[src/rtl/core/rotenc_pkg.sv]
// Package with shared types and constants for the two-channel rotary encoder block.
`timescale 1ns / 1ps

package rotenc_pkg;

    localparam int POS_W   = 32;
    localparam int STEP_W  = 4;
    localparam int TICK_W  = 16;
    localparam int CFG_IDX_W  = 3;
    localparam int CFG_DATA_W = 16;

    localparam logic [CFG_IDX_W-1:0] CFG_DEBOUNCE     = 3'd0;
    localparam logic [CFG_IDX_W-1:0] CFG_ACCEL_ENABLE = 3'd1;
    localparam logic [CFG_IDX_W-1:0] CFG_ACCEL_WINDOW = 3'd2;
    localparam logic [CFG_IDX_W-1:0] CFG_MAX_STEP     = 3'd3;
    localparam logic [CFG_IDX_W-1:0] CFG_IDLE         = 3'd4;
    localparam logic [CFG_IDX_W-1:0] CFG_PRESS_LOCK   = 3'd5;

    localparam logic [TICK_W-1:0] DEBOUNCE_RESET   = 16'd5;
    localparam logic              ACCEL_EN_RESET   = 1'b1;
    localparam logic [TICK_W-1:0] ACCEL_WIN_RESET  = 16'd100;
    localparam logic [STEP_W-1:0] MAX_STEP_RESET   = 4'd10;
    localparam logic [TICK_W-1:0] IDLE_RESET       = 16'd500;
    localparam logic [TICK_W-1:0] PRESS_LOCK_RESET = 16'd50;

    typedef struct packed {
        logic [TICK_W-1:0] debounce_ticks;
        logic              accel_enable;
        logic [TICK_W-1:0] accel_window_ticks;
        logic [STEP_W-1:0] max_step;
        logic [TICK_W-1:0] idle_ticks;
        logic [TICK_W-1:0] press_lockout_ticks;
    } cfg_t;

    typedef struct packed {
        logic pin_clk;
        logic pin_dt;
        logic pin_button;
    } pins_t;

endpackage

[src/rtl/core/rotary_encoder_accel_debounce_top.sv]
// Top level of the two-channel rotary encoder with debounce, acceleration and press pulses.
`timescale 1ns / 1ps

// Each input request is one millisecond sample of the CLK, DT and button pins of
// channels A and B, taken when in_valid is high and in_stall is low. Each request
// produces exactly one result request carrying both positions, both step sizes and
// both press pulses, offered on out_valid and taken when out_stall is low.
// A request lands in an input register; once the result register is empty or being
// taken, the channel logic updates its state and the result register together, and
// out_valid rises with that update.
// Throughput is one request per cycle while out_stall is low, set by the single update of the channel state.
// When the receiver stalls, the result holds steady; the input register still
// takes one more request, and in_stall rises only once both registers are full.
// Configuration registers are written through cfg_write_en, cfg_index and
// cfg_data, and should be changed only while no request is in flight.
// Reset empties both pipeline registers, zeroes positions, steps and elapsed
// counters, treats CLK and button as high, and loads the default register values.
module rotary_encoder_accel_debounce_top
(
    input  logic                                 clk,
    input  logic                                 rst_n,
    input  logic                                 cfg_write_en,
    input  logic [rotenc_pkg::CFG_IDX_W-1:0]     cfg_index,
    input  logic [rotenc_pkg::CFG_DATA_W-1:0]    cfg_data,
    input  logic                                 in_valid,
    output logic                                 in_stall,
    input  logic                                 clk_a,
    input  logic                                 dt_a,
    input  logic                                 button_a,
    input  logic                                 clk_b,
    input  logic                                 dt_b,
    input  logic                                 button_b,
    output logic                                 out_valid,
    input  logic                                 out_stall,
    output logic signed [rotenc_pkg::POS_W-1:0]  position_a,
    output logic signed [rotenc_pkg::POS_W-1:0]  position_b,
    output logic [rotenc_pkg::STEP_W-1:0]        step_a,
    output logic [rotenc_pkg::STEP_W-1:0]        step_b,
    output logic                                 press_a,
    output logic                                 press_b
);

    rotenc_pkg::cfg_t  cfg;
    rotenc_pkg::pins_t pins_a_reg;
    rotenc_pkg::pins_t pins_b_reg;
    logic              in_vld_reg;
    logic              in_vld_next;
    logic              out_vld_reg;
    logic              out_vld_next;
    logic              advance;
    logic              in_take;

    assign advance  = in_vld_reg && (!out_vld_reg || !out_stall);
    assign in_stall = in_vld_reg && !advance;
    assign in_take  = in_valid && !in_stall;

    always_comb
    begin
        in_vld_next  = in_take || (in_vld_reg && !advance);
        out_vld_next = advance || (out_vld_reg && out_stall);
    end

    always_ff @(posedge clk or negedge rst_n)
    begin
        if (!rst_n)
        begin
            in_vld_reg  <= 1'b0;
            out_vld_reg <= 1'b0;
        end
        else
        begin
            in_vld_reg  <= in_vld_next;
            out_vld_reg <= out_vld_next;
        end
    end

    always_ff @(posedge clk)
    begin
        if (in_take)
        begin
            pins_a_reg <= '{pin_clk: clk_a, pin_dt: dt_a, pin_button: button_a};
            pins_b_reg <= '{pin_clk: clk_b, pin_dt: dt_b, pin_button: button_b};
        end
    end

    rotenc_cfg_regs u_cfg
    (
        .clk          (clk),
        .rst_n        (rst_n),
        .cfg_write_en (cfg_write_en),
        .cfg_index    (cfg_index),
        .cfg_data     (cfg_data),
        .cfg          (cfg)
    );

    rotenc_chan u_chan_a
    (
        .clk      (clk),
        .rst_n    (rst_n),
        .advance  (advance),
        .pins     (pins_a_reg),
        .cfg      (cfg),
        .position (position_a),
        .step     (step_a),
        .press    (press_a)
    );

    rotenc_chan u_chan_b
    (
        .clk      (clk),
        .rst_n    (rst_n),
        .advance  (advance),
        .pins     (pins_b_reg),
        .cfg      (cfg),
        .position (position_b),
        .step     (step_b),
        .press    (press_b)
    );

    assign out_valid = out_vld_reg;

    a_advance_gives_result : assert property (@(posedge clk) disable iff (!rst_n)
        advance |=> out_valid)
        else $error("Result register not valid after a channel update.");

    a_hold_without_advance : assert property (@(posedge clk) disable iff (!rst_n)
        !advance |=> ($stable(position_a) && $stable(position_b) &&
                      $stable(step_a) && $stable(step_b)))
        else $error("Channel state changed without a channel update.");

    a_no_overrun : assert property (@(posedge clk) disable iff (!rst_n)
        (out_valid && out_stall) |-> !advance)
        else $error("Channel update overwrote a result still waiting.");

endmodule

[src/rtl/core/rotenc_cfg_regs.sv]
// Configuration register file written through the plain write port.
`timescale 1ns / 1ps

module rotenc_cfg_regs
(
    input  logic                                 clk,
    input  logic                                 rst_n,
    input  logic                                 cfg_write_en,
    input  logic [rotenc_pkg::CFG_IDX_W-1:0]     cfg_index,
    input  logic [rotenc_pkg::CFG_DATA_W-1:0]    cfg_data,
    output rotenc_pkg::cfg_t                     cfg
);

    rotenc_pkg::cfg_t cfg_reg;
    rotenc_pkg::cfg_t cfg_next;

    always_comb
    begin
        cfg_next = cfg_reg;
        if (cfg_write_en)
        begin
            unique case (cfg_index)
                rotenc_pkg::CFG_DEBOUNCE:     cfg_next.debounce_ticks = cfg_data;
                rotenc_pkg::CFG_ACCEL_ENABLE: cfg_next.accel_enable = cfg_data[0];
                rotenc_pkg::CFG_ACCEL_WINDOW: cfg_next.accel_window_ticks = cfg_data;
                rotenc_pkg::CFG_MAX_STEP:
                    cfg_next.max_step = cfg_data[rotenc_pkg::STEP_W-1:0];
                rotenc_pkg::CFG_IDLE:         cfg_next.idle_ticks = cfg_data;
                rotenc_pkg::CFG_PRESS_LOCK:   cfg_next.press_lockout_ticks = cfg_data;
                default:                      cfg_next = cfg_reg;
            endcase
        end
    end

    always_ff @(posedge clk or negedge rst_n)
    begin
        if (!rst_n)
        begin
            cfg_reg.debounce_ticks      <= rotenc_pkg::DEBOUNCE_RESET;
            cfg_reg.accel_enable        <= rotenc_pkg::ACCEL_EN_RESET;
            cfg_reg.accel_window_ticks  <= rotenc_pkg::ACCEL_WIN_RESET;
            cfg_reg.max_step            <= rotenc_pkg::MAX_STEP_RESET;
            cfg_reg.idle_ticks          <= rotenc_pkg::IDLE_RESET;
            cfg_reg.press_lockout_ticks <= rotenc_pkg::PRESS_LOCK_RESET;
        end
        else
        begin
            cfg_reg <= cfg_next;
        end
    end

    assign cfg = cfg_reg;

endmodule

[src/rtl/core/rotenc_chan.sv]
// One encoder channel: edge debounce, step acceleration, position, idle and press logic.
`timescale 1ns / 1ps

module rotenc_chan
(
    input  logic                                 clk,
    input  logic                                 rst_n,
    input  logic                                 advance,
    input  rotenc_pkg::pins_t                    pins,
    input  rotenc_pkg::cfg_t                     cfg,
    output logic signed [rotenc_pkg::POS_W-1:0]  position,
    output logic [rotenc_pkg::STEP_W-1:0]        step,
    output logic                                 press
);

    logic                                prev_clk_reg;
    logic                                prev_button_reg;
    logic [rotenc_pkg::POS_W-1:0]        position_reg;
    logic [rotenc_pkg::STEP_W-1:0]       step_reg;
    logic [rotenc_pkg::TICK_W-1:0]       since_edge_reg;
    logic [rotenc_pkg::TICK_W-1:0]       since_press_reg;
    logic                                press_reg;

    logic [rotenc_pkg::POS_W-1:0]        position_next;
    logic [rotenc_pkg::STEP_W-1:0]       step_next;
    logic [rotenc_pkg::TICK_W-1:0]       since_edge_next;
    logic [rotenc_pkg::TICK_W-1:0]       since_press_next;
    logic                                press_next;

    logic [rotenc_pkg::TICK_W-1:0]       edge_tick;
    logic [rotenc_pkg::TICK_W-1:0]       press_tick;
    logic [rotenc_pkg::STEP_W:0]         step_inc;
    logic [rotenc_pkg::STEP_W-1:0]       step_edge;
    logic [rotenc_pkg::POS_W-1:0]        amount;
    logic                                edge_hit;

    always_comb
    begin
        edge_tick  = (&since_edge_reg) ? since_edge_reg : since_edge_reg + 1'b1;
        press_tick = (&since_press_reg) ? since_press_reg : since_press_reg + 1'b1;

        edge_hit = prev_clk_reg && !pins.pin_clk && (edge_tick >= cfg.debounce_ticks);

        step_inc = {1'b0, step_reg} + 1'b1;
        if (edge_tick < cfg.accel_window_ticks)
        begin
            step_edge = (step_inc < {1'b0, cfg.max_step}) ?
                        step_inc[rotenc_pkg::STEP_W-1:0] : cfg.max_step;
        end
        else
        begin
            step_edge = rotenc_pkg::STEP_W'(1);
        end

        step_next       = step_reg;
        amount          = rotenc_pkg::POS_W'(1);
        position_next   = position_reg;
        since_edge_next = edge_tick;
        if (edge_hit)
        begin
            if (cfg.accel_enable)
            begin
                step_next = step_edge;
                amount    = rotenc_pkg::POS_W'(step_edge);
            end
            position_next   = pins.pin_dt ? position_reg + amount : position_reg - amount;
            since_edge_next = '0;
        end

        press_next       = !pins.pin_button && prev_button_reg &&
                           (press_tick > cfg.press_lockout_ticks);
        since_press_next = press_next ? '0 : press_tick;

        if (since_edge_next > cfg.idle_ticks)
        begin
            step_next = '0;
        end
    end

    always_ff @(posedge clk or negedge rst_n)
    begin
        if (!rst_n)
        begin
            prev_clk_reg    <= 1'b1;
            prev_button_reg <= 1'b1;
            position_reg    <= '0;
            step_reg        <= '0;
            since_edge_reg  <= '0;
            since_press_reg <= '0;
            press_reg       <= 1'b0;
        end
        else if (advance)
        begin
            prev_clk_reg    <= pins.pin_clk;
            prev_button_reg <= pins.pin_button;
            position_reg    <= position_next;
            step_reg        <= step_next;
            since_edge_reg  <= since_edge_next;
            since_press_reg <= since_press_next;
            press_reg       <= press_next;
        end
    end

    assign position = position_reg;
    assign step     = step_reg;
    assign press    = press_reg;

endmodule
[config.mk]
export PLATFORM = sky130hd
export DESIGN_NAME = rotary_encoder_accel_debounce_top
export DESIGN_NICKNAME = d
export VERILOG_FILES = /design/src/rtl/core/rotenc_pkg.sv /design/src/rtl/core/rotary_encoder_accel_debounce_top.sv /design/src/rtl/core/rotenc_cfg_regs.sv /design/src/rtl/core/rotenc_chan.sv
export SDC_FILE = /design/constraint.sdc
export NUM_CORES = 1
export LEC_CHECK = 0
export ABC_AREA = 1
export BUFFER_PORTS_ARGS = -buffer_cell sky130_fd_sc_hd__buf_2
export CORE_UTILIZATION = 55
export DETAILED_ROUTE_END_ITERATION = 8
export PLACE_DENSITY_LB_ADDON = 0.1
export SLEW_MARGIN = 20
export SYNTH_ARGS = -nofsm -noshare
export SYNTH_HDL_FRONTEND = slang
export SYNTH_SLANG_ARGS = --single-unit
[constraint.sdc]
create_clock -name clk -period 15.3 [get_ports clk]
set_input_delay 0.765 -clock clk [delete_from_list [all_inputs] [get_ports clk]]
set_output_delay 0.765 -clock clk [all_outputs]
set_load 0.05 [all_outputs]
==> qor.csv, run 1 <==
stage,metric,value,unit
status,status,"finished, final reports clean",
routing,viasPerCell,5.44,
floorplan,core_area,29600,um2
logic_synthesis,ys.flop_type,dfrtp_1,
placed_design,port_buffers,105,
clock_tree,clk_pin_slew_worst_paths,60,ps
logic_synthesis,yosysMostFrequentCell,nand2_1,
placed_design,post-place-cells,2665,
logic_synthesis,synth_top_area_share,28.9,%
floorplan,dieArea,30900,um2
routing,post-route-drc-count,0,
cells_and_area,n_antenna_cell,0,
floorplan,chipHeight,176,um
routing,dr.pass1.iters,5,
routing,wl_met1,19400,um
clock_tree,postCtsSetupBuffers,0,
cells_and_area,largest_reg_flops,69,
global_routing,grt_antenna_before_repair,0,
cells_and_area,fillers,2667,
routing,drt_iter0_drc,961,
floorplan,io_pins,106,
global_routing,grt_max_degree,90,
worst_setup_path,slowest_delay,670,ps
logic_synthesis,ys_types,57,
sta,setup_viol,0,
power_and_ir_drop,leakage,9.67,nW
logic_synthesis,netlist_top_cells_area,"dfrtp_1, ha_1, nand2_1",
logic_synthesis,syn-num-nets,2437,
global_routing,grt_pass1_wl,70300,um
worst_setup_path,start_kind,flip-flop,
sta,fin_crit,6510,ps
global_routing,first_global_vias,14300,
placed_design,place_congestion,0.901,
routing,finalWirelength,42900,um
routing,drtAntennaViolNets,0,
cells_and_area,final_nets,2540,
floorplan,rows,63,
sta,skew,22.8,ps
power_and_ir_drop,peakVddDrop,107,uV
clock_tree,clk_path_buf_depth,3,
global_routing,gr-total-overflow,0,
clock_tree,cts_root_buf,clkbuf_16,
clock_tree,worstSkewPairLatency,560,ps
logic_synthesis,ys_ff_latch,219,
worst_setup_path,critPathSlowestCell,nor4_1,
clock_tree,clkSinkCount,219,
sta,rsz0062_at_grt,no,
sta,worst_slew_pin_slew,1090,ps
hold_path,worst_hold_path_type,in2async,
power_and_ir_drop,power,3.94,mW
global_routing,grt_usage,28.0,%
routing,wl_per_cell,15.8,um
worst_setup_path,worstSetupPathType,reg2reg,
logic_synthesis,synth_cells,2201,
power_and_ir_drop,cellPowerDensity,213,nW/um2
routing,top_layer_used,met4,
sta,period_share,42.6,%
clock_tree,tritoncts,yes,
clock_tree,hold_buffers,0,
sta,slew_headroom,27.1,%
sta,drv_slew,0,
sta,max_freq,154,MHz
cells_and_area,stdcell_count,2715,
routing,wl_met2,20400,um
logic_synthesis,async_flop_share,97.3,%
clock_tree,h-tree-depth,1,
logic_synthesis,avgSynthCellArea,7.54,um2
logic_synthesis,synth_area,16600,um2
cells_and_area,drive_above_1_share,10.7,%
logic_synthesis,synth_edf_count,6,
sta,final-hold-violation-count,0,
floorplan,die_w,176,um
clock_tree,cts_resized,0,
sta,fin_setup_tns,0,ps
worst_setup_path,endpoint_kind,flip-flop,
logic_synthesis,synth_top_area_cell,dfrtp_1,
placed_design,hpwlAfterDp,32800,um
logic_synthesis,yosys_warnings,0,
worst_setup_path,crit_path_max_fanout,7,
cells_and_area,syn2layout_area_growth,11.7,%
routing,route.vias.total,14800,
logic_synthesis,netlist_top_cells_count,"nand2_1, inv_1, o21ai_0",
logic_synthesis,ys_seq_area_share,33.4,%
clock_tree,cts_buffers,27,
worst_setup_path,worst_ep_arrival_time,6910,ps
routing,wl_met3,1770,um
run,drv_cap,0,
worst_setup_path,cp.required,15690,ps
floorplan,start_util,56.0,%
## logic make-up (layout without fill, tap and decap cells)
family | count (synthesis) | after routing | share of synthesized area [%]
buffers and inverters | 352 | 476 | 8.03
and+or+nand+nor | 845 | 845 | 21.9
xor gates and xnor gates | 89 | 89 | 4.74
DFF | 219 | 219 | 33.4
AOI/OAI and AO/OA | 490 | 490 | 16.3
adders and majority gates | 206 | 206 | 15.6
## per-layer routing
| layer | GRT usage (%) | vias up |
|---|---|---|
| li1 | - | 7518 |
| met1 | 36.4 | 6851 |
| met2 | 48.7 | 316 |
| met3 | 3.05 | 77 |
| met4 | 8.62 | 0 |
| met5 | 0 | - |
## worst max-delay path: cells and delay by family, from the launching register on
kind                       cells  cell delay [ps]
buffers and inverters          4              390
xor gates and xnor gates       2              410
adders and majority gates      4             1120
AOI/OAI and AO/OA              6             1220
DFF                            1              390
and+or+nand+nor               15             2810
## power breakdown
part / internal [mW] / total [mW] / switching (mW)
registers: 0.763 / 0.917 / 0.154
clock network: 0.459 / 0.723 / 0.264
logic: 0.787 / 2.30 / 1.51
## final timing paths
kind,start,endpoint,slack [ps],cells after the start
min in group clk,clk_a,pins_a_reg[2],390,1
worst max-delay path,u_chan_b.since_edge_reg[0],u_chan_b.position[25],8790,31
max in group asynchronous,rst_n,u_cfg.cfg[9],12990,3
worst min-delay path,rst_n,u_chan_a.position[11],190,1
worst max register to register,u_chan_b.since_edge_reg[0],u_chan_b.position[25],8790,31
worst min register to register,u_chan_b.prev_button_reg,u_chan_b.prev_button_reg,480,2
## layout make-up
class | instances | area [um2] | share of cell area [%]
flip-flops and latches | 219 | 5540 | 29.9
well taps | 390 | 488 | 2.63
multi-input cells | 1630 | 9730 | 52.5
inverters | 313 | 1170 | 6.34
clock inverters | 14 | 231 | 1.25
clock buffers | 36 | 781 | 4.21
repair buffers | 113 | 596 | 3.21
## per-stage QoR
step	worst slack (ps)	cell area, um2	utilization [%]	hold slack [ps]
floorplan	9660	16600	-	446
global placement	8870	17500	59.1	456
detailed placement	8900	17500	59.1	462
CTS	8850	18500	62.5	245
global route	8360	18500	62.6	275
finish	8790	18500	62.6	191
## cell usage in the layout (no fill, tap or decap), types with 7 or more instances in the layout
cell type  netlist  routed
a21o_1          11      11
a21oi_1        139     139
a31oi_1         15      15
buf_2            9     104
buf_4            0       8
clkbuf_16        0      28
dfrtp_1        192     192
dfstp_2         21      21
ha_1           204     204
inv_1          304     303
inv_2            8       9
nand2_1        510     510
nand2_2         13      13
nand3_1         64      63
nand3_2          6       7
nand4_1         17      17
nor2_1         153     153
nor3_1          42      42
nor4_1           9       9
o211ai_1         8       8
o21a_1           8       8
o21ai_0        226     226
o21ai_1         21      21
o22ai_1         17      17
xnor2_1         37      37
xor2_1          51      51
Note: power is estimated with default switching activity, not from simulation.
==> run 2, diff against run 1 <==
--- a/config.mk
+++ b/config.mk
@@ -5,7 +5,7 @@
 export SDC_FILE = /design/constraint.sdc
 export NUM_CORES = 1
 export LEC_CHECK = 0
-export ABC_AREA = 1
+export ABC_AREA = 0
 export BUFFER_PORTS_ARGS = -buffer_cell sky130_fd_sc_hd__buf_2
 export CORE_UTILIZATION = 55
 export DETAILED_ROUTE_END_ITERATION = 8
==> constraint.sdc (replaced) <==
create_clock -name clk -period 5.8 [get_ports clk]
set_input_delay 0.29 -clock clk [delete_from_list [all_inputs] [get_ports clk]]
set_output_delay 0.29 -clock clk [all_outputs]
set_load 0.05 [all_outputs]
==> qor.csv, run 2 <==
stage,metric,value,unit,change
status,status,"finished, violations left",,
status,violations,setup timing,,
sta,skew,12.3,ps,-10.5 ps
global_routing,gr-total-overflow,0,,unchanged
clock_tree,clkSinkCount,219,,unchanged
routing,dr.pass1.iters,7,,+2
floorplan,dieArea,30500,um2,-1.4%
power_and_ir_drop,leakage,10.9,nW,+13%
global_routing,grt_usage,31.4,%,+3.4 points
clock_tree,clk_path_buf_depth,3,,unchanged
sta,period_share,106,%,+64 points
sta,drv_slew,0,,unchanged
logic_synthesis,yosys_warnings,0,,unchanged
clock_tree,h-tree-depth,1,,unchanged
clock_tree,cts_root_buf,clkbuf_16,,
routing,post-route-drc-count,0,,unchanged
sta,max_freq,162,MHz,+5.6%
worst_setup_path,worst_ep_arrival_time,6580,ps,-330 ps
placed_design,port_buffers,105,,unchanged
power_and_ir_drop,power.switching,2.11,mW,+9.0%
clock_tree,worstSkewPairLatency,540,ps,-20 ps
power_and_ir_drop,peakVddDrop,238,uV,+120%
logic_synthesis,synth_cells,1861,,-15%
sta,fin_setup_tns,-4950,ps,-4950 ps
worst_setup_path,crit_path_max_fanout,4,,-3
sta,layout_setup_ws,-369,ps,-9160 ps
placed_design,hpwlAfterDp,35000,um,+6.4%
worst_setup_path,start_kind,flip-flop,,
routing,drtAntennaViolNets,0,,unchanged
clock_tree,tritoncts,yes,,
placed_design,place_congestion,0.944,,+4.7%
logic_synthesis,ys_seq_area_share,33.8,%,+0.47 points
sta,fin_crit,6170,ps,-344 ps
hold_path,worst_hold_path_type,in2reg,,
logic_synthesis,ys_ff_latch,219,,unchanged
global_routing,grt_antenna_before_repair,3,,+3
sta,slew_headroom,37.2,%,+10 points
routing,wl_per_cell,18.4,um,+17%
global_routing,first_global_vias,15600,,+8.9%
logic_synthesis,synth_area,16400,um2,-1.4%
clock_tree,clk_pin_slew_worst_paths,60,ps,about the same
routing,wl_met3,2440,um,+38%
cells_and_area,final_common_cell,buf_4,,
clock_tree,cts_buffers,26,,-3.7%
logic_synthesis,syn-num-nets,2097,,-14%
global_routing,grt_max_degree,96,,+6.7%
power_and_ir_drop,comb_power_share,39.0,%,-19 points
floorplan,core_area,29000,um2,-2.1%
cells_and_area,largest_reg_flops,69,,unchanged
worst_setup_path,critPathSlowestCell,a2111o_1,,
logic_synthesis,avgSynthCellArea,8.79,um2,+17%
cells_and_area,layout_common_cells,"buf_4, nand2_1, dfrtp_1",,
floorplan,chipHeight,175,um,-0.69%
cells_and_area,syn2layout_area_growth,30.7,%,
floorplan,io_pins,106,,unchanged
logic_synthesis,ys_types,72,,+26%
routing,viasPerCell,5.87,,+8.0%
run,drv_cap,0,,unchanged
floorplan,die_w,175,um,-0.69%
logic_synthesis,netlist_top_cells_count,"nand2_1, ha_1, dfrtp_1",,
logic_synthesis,ys.flop_type,dfrtp_1,,
worst_setup_path,slowest_delay,410,ps,-260 ps
routing,finalWirelength,48600,um,+13%
worst_setup_path,crit_family,compound AO/OA/AOI/OAI gates,,
worst_setup_path,cp.required,6210,ps,-9480 ps
cells_and_area,fillers,2159,,-19%
routing,wl_met1,20700,um,+6.9%
floorplan,rows,62,,-1.6%
worst_setup_path,endpoint_kind,flip-flop,,
cells_and_area,final_nets,2470,,-2.8%
power_and_ir_drop,cellPowerDensity,277,nW/um2,+30%
routing,wl_met2,23700,um,+16%
power_and_ir_drop,clockPowerShare,28.9,%,+10 points
logic_synthesis,async_flop_share,97.3,%,unchanged
worst_setup_path,path_buf_inv,1,,-3
logic_synthesis,synth_edf_count,6,,unchanged
sta,final-hold-violation-count,0,,unchanged
worst_setup_path,worstSetupPathType,reg2reg,,
floorplan,start_util,56.4,%,+0.41 points
global_routing,grt_pass1_wl,77900,um,+11%
sta,setup_viol,24,,+24
routing,route.vias.total,15500,,+5.1%
logic_synthesis,yosysMostFrequentCell,nand2_1,,
logic_synthesis,netlist_top_cells_area,"dfrtp_1, ha_1, nand2_1",,
sta,timing.hold.ws,21.5,ps,-170 ps
logic_synthesis,synth_top_area_share,29.4,%,+0.41 points
routing,drt_iter0_drc,954,,-0.73%
power_and_ir_drop,pwr-share-seq,32.2,%,+8.9 points
cells_and_area,drive_above_1_share,29.5,%,+19 points
sta,worst_slew_pin_slew,937,ps,-154 ps
routing,top_layer_used,met4,,
sta,rsz0062_at_grt,yes,,
power_and_ir_drop,swShare,35.5,%,-13 points
logic_synthesis,synth_top_area_cell,dfrtp_1,,
power_and_ir_drop,internal-power,3.82,mW,+90%
==> run 2: cell families after synthesis <==
logic type,share of synthesized area [%]
simple gates,17.7
compound gates,20.0
flops,33.8
mux,3.33
xor+xnor,5.46
buf+inv,3.91
fa+ha+maj,15.8
==> run 2: per-layer routing <==
layer,GRT usage [%],up-vias
li1,-,7459
met1,40.1,7480
met2,54.1,450
met3,4.62,120
met4,11.2,0
met5,0,-
==> run 2: what timing repair did <==
action	in CTS	in global routing
setup buffers	29	26
endpoints found under the hold margin	90	0
pin swaps	87	82
resized for setup	100	84
endpoints found under the setup margin	35	46
hold buffers	8	0
==> run 2: power by group through the flow <==
stage	combinational [mW]	clock, mW	sequential, mW
after floorplan	1.34	0	1.93
after global placement	2.00	0	1.91
after detailed placement	2.08	0	1.92
after CTS	2.20	1.73	1.90
after global routing	2.55	1.80	1.93
final	2.31	1.71	1.91
==> run 2: worst paths after layout <==
kind,slack (ps),startpoint,endpoint,cells past startpoint
worst max-delay path,-370,u_chan_a.since_edge_reg[11],u_chan_a.position[30],27
worst max register to register,-370,u_chan_a.since_edge_reg[11],u_chan_a.position[30],27
min in group asynchronous,380,rst_n,u_chan_b.since_edge_reg[15],2
worst min-delay path,20,out_stall,out_valid,3
max in group asynchronous,4060,rst_n,u_chan_a.since_edge_reg[4],3
worst min register to register,460,u_chan_a.prev_clk_reg,u_chan_a.prev_clk_reg,2
==> run 2: layout make-up <==
type                       count  area, um2  area share, %
multi-input combinational   1472      11200           52.4
sequential                   219       5540           25.9
timing repair buffer         398       2840           13.3
clock buffer                  33        708           3.31
tap                          384        480           2.25
inverter                     117        439           2.05
clock inverter                15        178          0.830
antenna                        4       10.0         0.0468
==> run 2: through the flow <==
step / std cells / cell area (um2) / setup WS [ps] / total power, mW / util [%]
2_1_floorplan: 1861 / 16700 / -364 / 3.27 / -
3_3_place_gp: 2532 / 19300 / -327 / 3.91 / 66.4
3_5_place_dp: 2532 / 19300 / -473 / 4.00 / 66.4
4_1_cts: 2617 / 20900 / -342 / 5.84 / 72.0
5_1_grt: 2640 / 21400 / -595 / 6.28 / 73.7
6_report: 2642 / 21400 / -369 / 5.93 / 73.7
==> run 2: worst min-delay path, delay by kind of cell <==
family	cells	cell delay (ps)
buf+inv	1	90
simple gates	2	160
==> run 3, diff against run 2 <==
--- a/config.mk
+++ b/config.mk
@@ -9,7 +9,7 @@
 export BUFFER_PORTS_ARGS = -buffer_cell sky130_fd_sc_hd__buf_2
 export CORE_UTILIZATION = 55
 export DETAILED_ROUTE_END_ITERATION = 8
-export PLACE_DENSITY_LB_ADDON = 0.1
+export PLACE_DENSITY = 0.76
 export SLEW_MARGIN = 20
 export SYNTH_ARGS = -nofsm -noshare
 export SYNTH_HDL_FRONTEND = slang
==> qor.csv, run 3 (synthesis results as in run 2) <==
stage,metric,value,unit,change
routing,drtAntennaViolNets,0,,unchanged
sta,drv_slew,0,,unchanged
worst_setup_path,r2r-start,u_chan_a.since_edge_reg[11],,
sta,slew_headroom,28.3,%,-8.9 points
hold_path,hp-start,cfg_data[9],,
global_routing,first_global_vias,15300,,-2.0%
floorplan,chipHeight,175,um,unchanged
sta,skew,12.0,ps,-0.283 ps
sta,final-hold-violation-count,0,,unchanged
worst_setup_path,worst_ep_arrival_time,6570,ps,about the same
status,status,"finished, violations left",,
clock_tree,tritoncts,yes,,
worst_setup_path,worstSetupPathType,reg2reg,,
cells_and_area,final_area,21500,um2,+0.27%
worst_setup_path,r2r_slack,-280,ps,+90 ps
placed_design,place_congestion,0.957,,+1.4%
run,drv_cap,0,,unchanged
clock_tree,worstSkewPairLatency,550,ps,about the same
placed_design,post-place-cells,2526,,-0.24%
cells_and_area,n_antenna_cell,0,,-4
global_routing,met3_usage,4.09,%,-0.52 points
power_and_ir_drop,power,6.12,mW,+3.3%
routing,drt_iter0_drc,1155,,+21%
sta,fin_crit,6080,ps,-85.5 ps
floorplan,die_w,175,um,unchanged
worst_setup_path,cp.required,6280,ps,+70 ps
floorplan,dieArea,30500,um2,unchanged
placed_design,hpwlAfterDp,34600,um,-1.1%
floorplan,rows,62,,unchanged
sta,worst_slew_pin_slew,1070,ps,+133 ps
sta,layout_setup_ws,-283,ps,+85.5 ps
cells_and_area,syn2layout_area_growth,31.1,%,
sta,setup_viol,24,,unchanged
worst_setup_path,critPathMostFrequentCell,a21o_1,,
global_routing,use_met2,52.3,%,-1.7 points
global_routing,grt_pass1_wl,75900,um,-2.6%
power_and_ir_drop,cellPowerDensity,285,nW/um2,+3.0%
cells_and_area,layout_common_cells,"buf_4, nand2_1, dfrtp_1",,
global_routing,grt_max_degree,108,,+13%
cells_and_area,final_common_cell,buf_4,,
global_routing,grt.busiest_layer,met2,,
cells_and_area,utilization,73.9,%,+0.20 points
power_and_ir_drop,leakage,10.9,nW,+0.23%
routing,viasPerCell,5.86,,-0.13%
routing,route.vias.total,15400,,-0.51%
sta,timing.hold.ws,18.8,ps,-2.78 ps
sta,period_share,105,%,-1.5 points
global_routing,grt_antenna_before_repair,1,,-2
clock_tree,h-tree-depth,1,,unchanged
worst_setup_path,worst_r2r_endpoint,u_chan_a.position[24],,
floorplan,start_util,56.4,%,unchanged
worst_setup_path,reg2reg_depth,30,,+11%
sta,max_freq,164,MHz,+1.4%
placed_design,port_buffers,105,,unchanged
global_routing,met1_usage,39.4,%,-0.66 points
routing,dr.pass1.iters,5,,-2
worst_setup_path,endpoint_kind,flip-flop,,
power_and_ir_drop,peakVddDrop,220,uV,-7.5%
worst_setup_path,slowest_delay,480,ps,+70 ps
cells_and_area,largest_reg_flops,69,,unchanged
worst_setup_path,start_kind,flip-flop,,
worst_setup_path,critPathSlowestCell,a2111o_1,,
cells_and_area,final_nets,2464,,-0.24%
worst_setup_path,critical_path.startpoint,u_chan_a.since_edge_reg[11],,
worst_setup_path,worstSetupEndpoint,u_chan_a.position[24],,
clock_tree,clk_pin_slew_worst_paths,60,ps,about the same
sta,rsz0062_at_grt,yes,,
routing,finalWirelength,47800,um,-1.6%
clock_tree,cts_root_buf,clkbuf_16,,
global_routing,grt_usage,30.6,%,-0.86 points
placed_design,place_area,19200,um2,-0.23%
floorplan,core_area,29000,um2,unchanged
sta,fin_setup_tns,-3390,ps,+1550 ps
cells_and_area,stdcell_count,2632,,-0.38%
cells_and_area,fillers,2073,,-4.0%
global_routing,gr-total-overflow,0,,unchanged
status,violations,setup timing,,
clock_tree,cts_buffers,26,,unchanged
cells_and_area,drive_above_1_share,29.3,%,-0.23 points
placed_design,dp_slack,-459,ps,+14.1 ps
routing,post-route-drc-count,0,,unchanged
floorplan,io_pins,106,,unchanged
worst_setup_path,crit_path_max_fanout,6,,+2
clock_tree,clkSinkCount,219,,unchanged
clock_tree,clk_path_buf_depth,3,,unchanged
routing,wl_per_cell,18.2,um,-1.2%
hold_path,worst_hold_path_type,in2reg,,
-- run 3: cell types whose count changed in the layout (fill, tap and decap cells not counted), moves of 3 or more --
cell and delta:
buf_6 -3, inv_1 -3, buf_4 -5, clkinv_2 -4
xnor2_1 -4, nor2_2 -7, diode_2 -4, bufinv_16 +3
xnor2_2 +4, inv_2 +3, nor2_1 +6
-- run 3: cell type report --
| type | count | area [um2] | area share (%) |
|---|---|---|---|
| Multi-Input combinational cell | 1472 | 11200 | 52.3 |
| Timing Repair Buffer | 392 | 2790 | 13.0 |
| Sequential cell | 219 | 5540 | 25.8 |
| Tap cell | 384 | 480 | 2.24 |
| Clock inverter | 13 | 240 | 1.12 |
| Inverter | 117 | 439 | 2.05 |
| Clock buffer | 35 | 736 | 3.43 |
-- run 3: worst min-delay path by stage --
stage          depth (start not counted)                     endpoint  slack [ps]
6_report                               3                u_cfg.cfg[25]          20
5_1_grt                                3                u_cfg.cfg[25]          20
4_1_cts                                3                u_cfg.cfg[25]           5
3_5_place_dp                           1  u_chan_b.since_edge_reg[10]         430
3_3_place_gp                           1  u_chan_b.since_edge_reg[15]         400
2_1_floorplan                          0                   in_vld_reg          -6
-- run 3: routing by layer --
layer	wire length (um)	vias up	share of wire, %
li1	-	7449	-
met1	20500	7374	43
met2	22900	481	48
met3	2610	126	5.5
met4	1770	0	3.7
met5	0	-	0
-- run 3: repair_timing --
item,CTS,global route
resized for setup,85,94
pin swaps,57,74
endpoints found under the hold margin,105,0
setup endpoints to repair,36,42
setup buffers,27,23
hold buffers,10,0
-- run 3: power breakdown --
group,internal (mW),total [mW],switching (mW)
Combinational,1.04,2.34,1.30
Clock,1.20,1.88,0.680
Sequential,1.76,1.90,0.147
-- run 3: critical path, delay by kind of cell, from the launching register on --
family	cells	cell delay [ps]
compound gates	13	2470
xor+xnor	1	160
fa+ha+maj	3	770
buf+inv	3	350
flops	1	380
mux	1	280
simple gates	9	1620
